File: config.mk
export PLATFORM = sky130hd
export DESIGN_NAME = sabc_ram
export DESIGN_NICKNAME = d
export VERILOG_FILES = /design/src/sv/sabc_ram.sv
export SDC_FILE = /design/constraint.sdc
export NUM_CORES = 1
export LEC_CHECK = 0
export ABC_AREA = 1
export BUFFER_PORTS_ARGS = -buffer_cell sky130_fd_sc_hd__buf_4
export CELL_PAD_IN_SITES_DETAIL_PLACEMENT = 0
export CELL_PAD_IN_SITES_GLOBAL_PLACEMENT = 2
export CORE_MARGIN = 1
export CORE_UTILIZATION = 43
export DETAILED_ROUTE_END_ITERATION = 12
export GPL_ROUTABILITY_DRIVEN = 1
export MAX_ROUTING_LAYER = met4
export PLACE_DENSITY = 0.82
export SLEW_MARGIN = 15
export SYNTH_ARGS = -nofsm -noshare
export SYNTH_HDL_FRONTEND = slang
export SYNTH_SLANG_ARGS = --single-unit
File: constraint.sdc
create_clock -name clk -period 3.9 [get_ports clk]
set_clock_uncertainty 0.05 [all_clocks]
set_input_delay 0.975 -clock clk [delete_from_list [all_inputs] [get_ports clk]]
set_output_delay 0.975 -clock clk [all_outputs]
set_load 0.05 [all_outputs]
File: src/sv/sabc_ram.sv
`default_nettype none
module sabc_ram #(
	parameter int WIDTH = 8,
	parameter int DEPTH = 16
) (
	input wire logic clk,
	input wire logic we,
	input wire logic [$clog2(DEPTH)-1:0] waddr,
	input wire logic [WIDTH-1:0] wdata,
	input wire logic [$clog2(DEPTH)-1:0] raddr,
	output logic [WIDTH-1:0] rdata
);
	logic [WIDTH-1:0] mem [DEPTH];
	always_ff @(posedge clk) begin
		if (we) begin
			mem[waddr] <= wdata;
		end
		rdata <= mem[raddr];
	end
endmodule
`default_nettype wire

==> metrics.csv <==
stage;metric;value;unit
die;DIE AREA;13900;um^2
critical_path;worst reg2reg endpoint;rdata[7];
critical_path;Max FO, Critical Path;35;
place;DPL Wire Length;7.87;mm
clock_network;Root Driver;clkbuf_16;
final_layout;diodes inserted;0;
clock_network;Reg clk slew, reported paths;0.05;ns
die;# IOs;26;
route;DRT iter0 DRCs;205;
global_route;pin count of the biggest net entering global routing;65;
final_layout;Filler cells;1172;
clock_network;TritonCTS clock tree;done;
die;Die Width;118;um
power_and_ir_drop;Max IR drop VDD;0.275;mV
min_path;Worst Hold Class;reg2reg;
timing;Tmin final;2.13;ns
critical_path;Critical R2R Launch;mem[1][7];
clock_network;post-CTS sizing;0;
die;chip height;118;um
clock_network;Post-CTS Hold Buffers;0;
route;DR vias;3590;
global_route;vias in the first global route;3454;
power_and_ir_drop;total power;3.34;mW
logic_synthesis;Yosys reg bits;136;
clock_network;H-Tree Depth;4;
timing;Slew Limit Fails;0;
logic_synthesis;Post-Syn Instances;551;
critical_path;crit path from;raddr[0];
timing;Tcrit/Tclk final;54.6;%
place;dpl cell area;6030;um^2
final_layout;register area;4000;um^2
critical_path;R2R Setup Slk;2.80;ns
critical_path;Setup crit end;rdata[4];
critical_path;Required @ worst endpoint;4.16;ns
route;Residual DRC;0;
final_layout;area occupied by multi-input gates;1210;um^2
critical_path;Crit. End Element;register;
logic_synthesis;Post-Syn Area;5770;um^2
final_layout;nets@finish;592;
die;core area;12800;um^2
critical_path;worst reg2reg path depth;6;
timing;unrepaired setup endpoints after global routing;false;
flow_run;Max-Cap Viols;0;
place;placed cell count;727;
die;row cnt;41;
critical_path;startpoint types;input pin;
route;drt first pass iters;4;
timing;Final setup viols;0;
final_layout;P&R area growth vs syn;13.9;%
final_layout;post-route non-filler standard cell count;759;
timing;f_max;0.470;GHz
clock_network;Clk Latency, worst-skew pair;0.41;ns
timing;final hold violations;0;
logic_synthesis;Ys Warns;0;
logic_synthesis;Mapped Nets;569;
route;final WL;12.8;mm
clock_network;setup bufs post-CTS;0;
critical_path;CP arrival;2.38;ns
power_and_ir_drop;Power Dens Cells;509;nW/um^2
global_route;GRT Residual Overflow;0;
clock_network;Max clock buf depth;2;
outcome;status;completed;
clock_network;CTS Buf Count;17;
timing;Slew headroom;39.0;%
power_and_ir_drop;Pleak;2.81;nW
route;vias per inst;4.73;
logic_synthesis;register area share after synthesis;69.4;%
global_route;initial antenna violation count;0;
final_layout;Final Cell Area;6570;um^2
global_route;first-pass GRT wire length;19.9;mm
timing;Worst Max-Slew Pin Slew;0.911;ns
critical_path;Crit Path Category;in2reg;
route;ANT nets after route;0;
place;number of port buffers;25;
die;Initial Util;45.0;%
place;GP Congestion;0.755;
logic_synthesis;number of library cell types mapped by synthesis;12;
global_route;Total GRT Usage;20.6;%
final_layout;layout cells sized above 1;9.03;%
logic_synthesis;Avg Cell Area, Syn;10.5;um^2
timing;setup_tns;0;ns
clock_network;CTS sink cnt;136;
route;wire per inst;16.9;um
==> worst min-delay path by stage <==
stage	startpoint	end	cells past startpoint
after floorplan	mem[10][0]	rdata[0]	6
after global placement	mem[12][5]	rdata[5]	6
after detailed placement	mem[14][0]	rdata[0]	6
after CTS	mem[14][0]	rdata[0]	6
after global routing	mem[8][2]	rdata[2]	6
final	mem[14][0]	rdata[0]	6
==> sequential cells by signal, indices dropped and copies added (netlist names) <==
signal	flops
mem	128
rdata	8
==> synthesized netlist by cell type <==
master	n	share of area (%)
nand2_1	173	11
edfxtp_1	128	67
inv_1	100	6.5
nand3_1	97	8.4
nor2_1	17	1.1
buf_2	13	1.1
dfxtp_1	8	2.8
buf_6	6	1.2
buf_4	4	0.52
inv_2	2	0.13
nand3b_1	2	0.26
buf_1	1	0.065
==> final cells by class <==
cell class | count | area share (%)
Sequential cell | 136 | 61.0
Multi-Input combinational cell | 289 | 18.5
Clock buffer | 28 | 7.56
Inverter | 102 | 5.83
Tap cell | 172 | 3.28
Timing Repair Buffer | 28 | 3.20
Clock inverter | 4 | 0.667
==> routing by layer <==
metal	track usage (%)	routed length [um]	part of all wire [%]
met1	28.3	6290	49
met2	29.7	5750	45
met3	4.55	543	4.2
met4	8.57	212	1.7
met5	-	0	0
==> report_power, final <==
| group | switching, mW | total [mW] | leakage [nW] | internal [mW] |
|---|---|---|---|---|
| logic | 0.169 | 0.232 | 1.33 | 0.0630 |
| clock network | 0.543 | 1.47 | 0.264 | 0.923 |
| registers | 0.0106 | 1.65 | 1.22 | 1.64 |
==> critical path, stage by stage <==
cell and delay, ns:
buf_4 0.11, inv_2 0.46, buf_4 0.32, nand2_1 0.07
nand3_1 0.09, nand3_1 0.13, nand3_1 0.15, nand2_1 0.05
==> cells by family (layout without fill, tap and decap cells) <==
family	Yosys count	after routing	synth area share (%)
flops	136	136	69.4
buf+inv	126	162	9.52
simple gates	289	289	21.0
==> layout by cell type (no fill, tap or decap) <==
cell / netlist / layout
edfxtp_1: 128 / 128
dfxtp_1: 8 / 8
clkbuf_8: 0 / 3
clkbuf_16: 0 / 17
clkbuf_1: 0 / 8
buf_4: 4 / 28
nand3b_1: 2 / 2
inv_2: 2 / 2
clkinv_1: 0 / 1
nand3_1: 97 / 97
nor2_1: 17 / 17
inv_1: 100 / 100
nand2_1: 173 / 173
clkinv_2: 0 / 2
bufinv_16: 0 / 1
==> stage by stage <==
| stage | setup slack [ns] | hold slack (ns) | util, % |
|---|---|---|---|
| 2_1_floorplan | 1.92 | 0.557 | - |
| 3_5_place_dp | 1.32 | 0.614 | 47.0 |
| 4_1_cts | 1.75 | 0.630 | 51.2 |
| 5_1_grt | 1.60 | 0.674 | 51.2 |
| 3_3_place_gp | 1.31 | 0.605 | 47.0 |
| 6_report | 1.77 | 0.627 | 51.2 |
(Power assumes the default switching activity.)
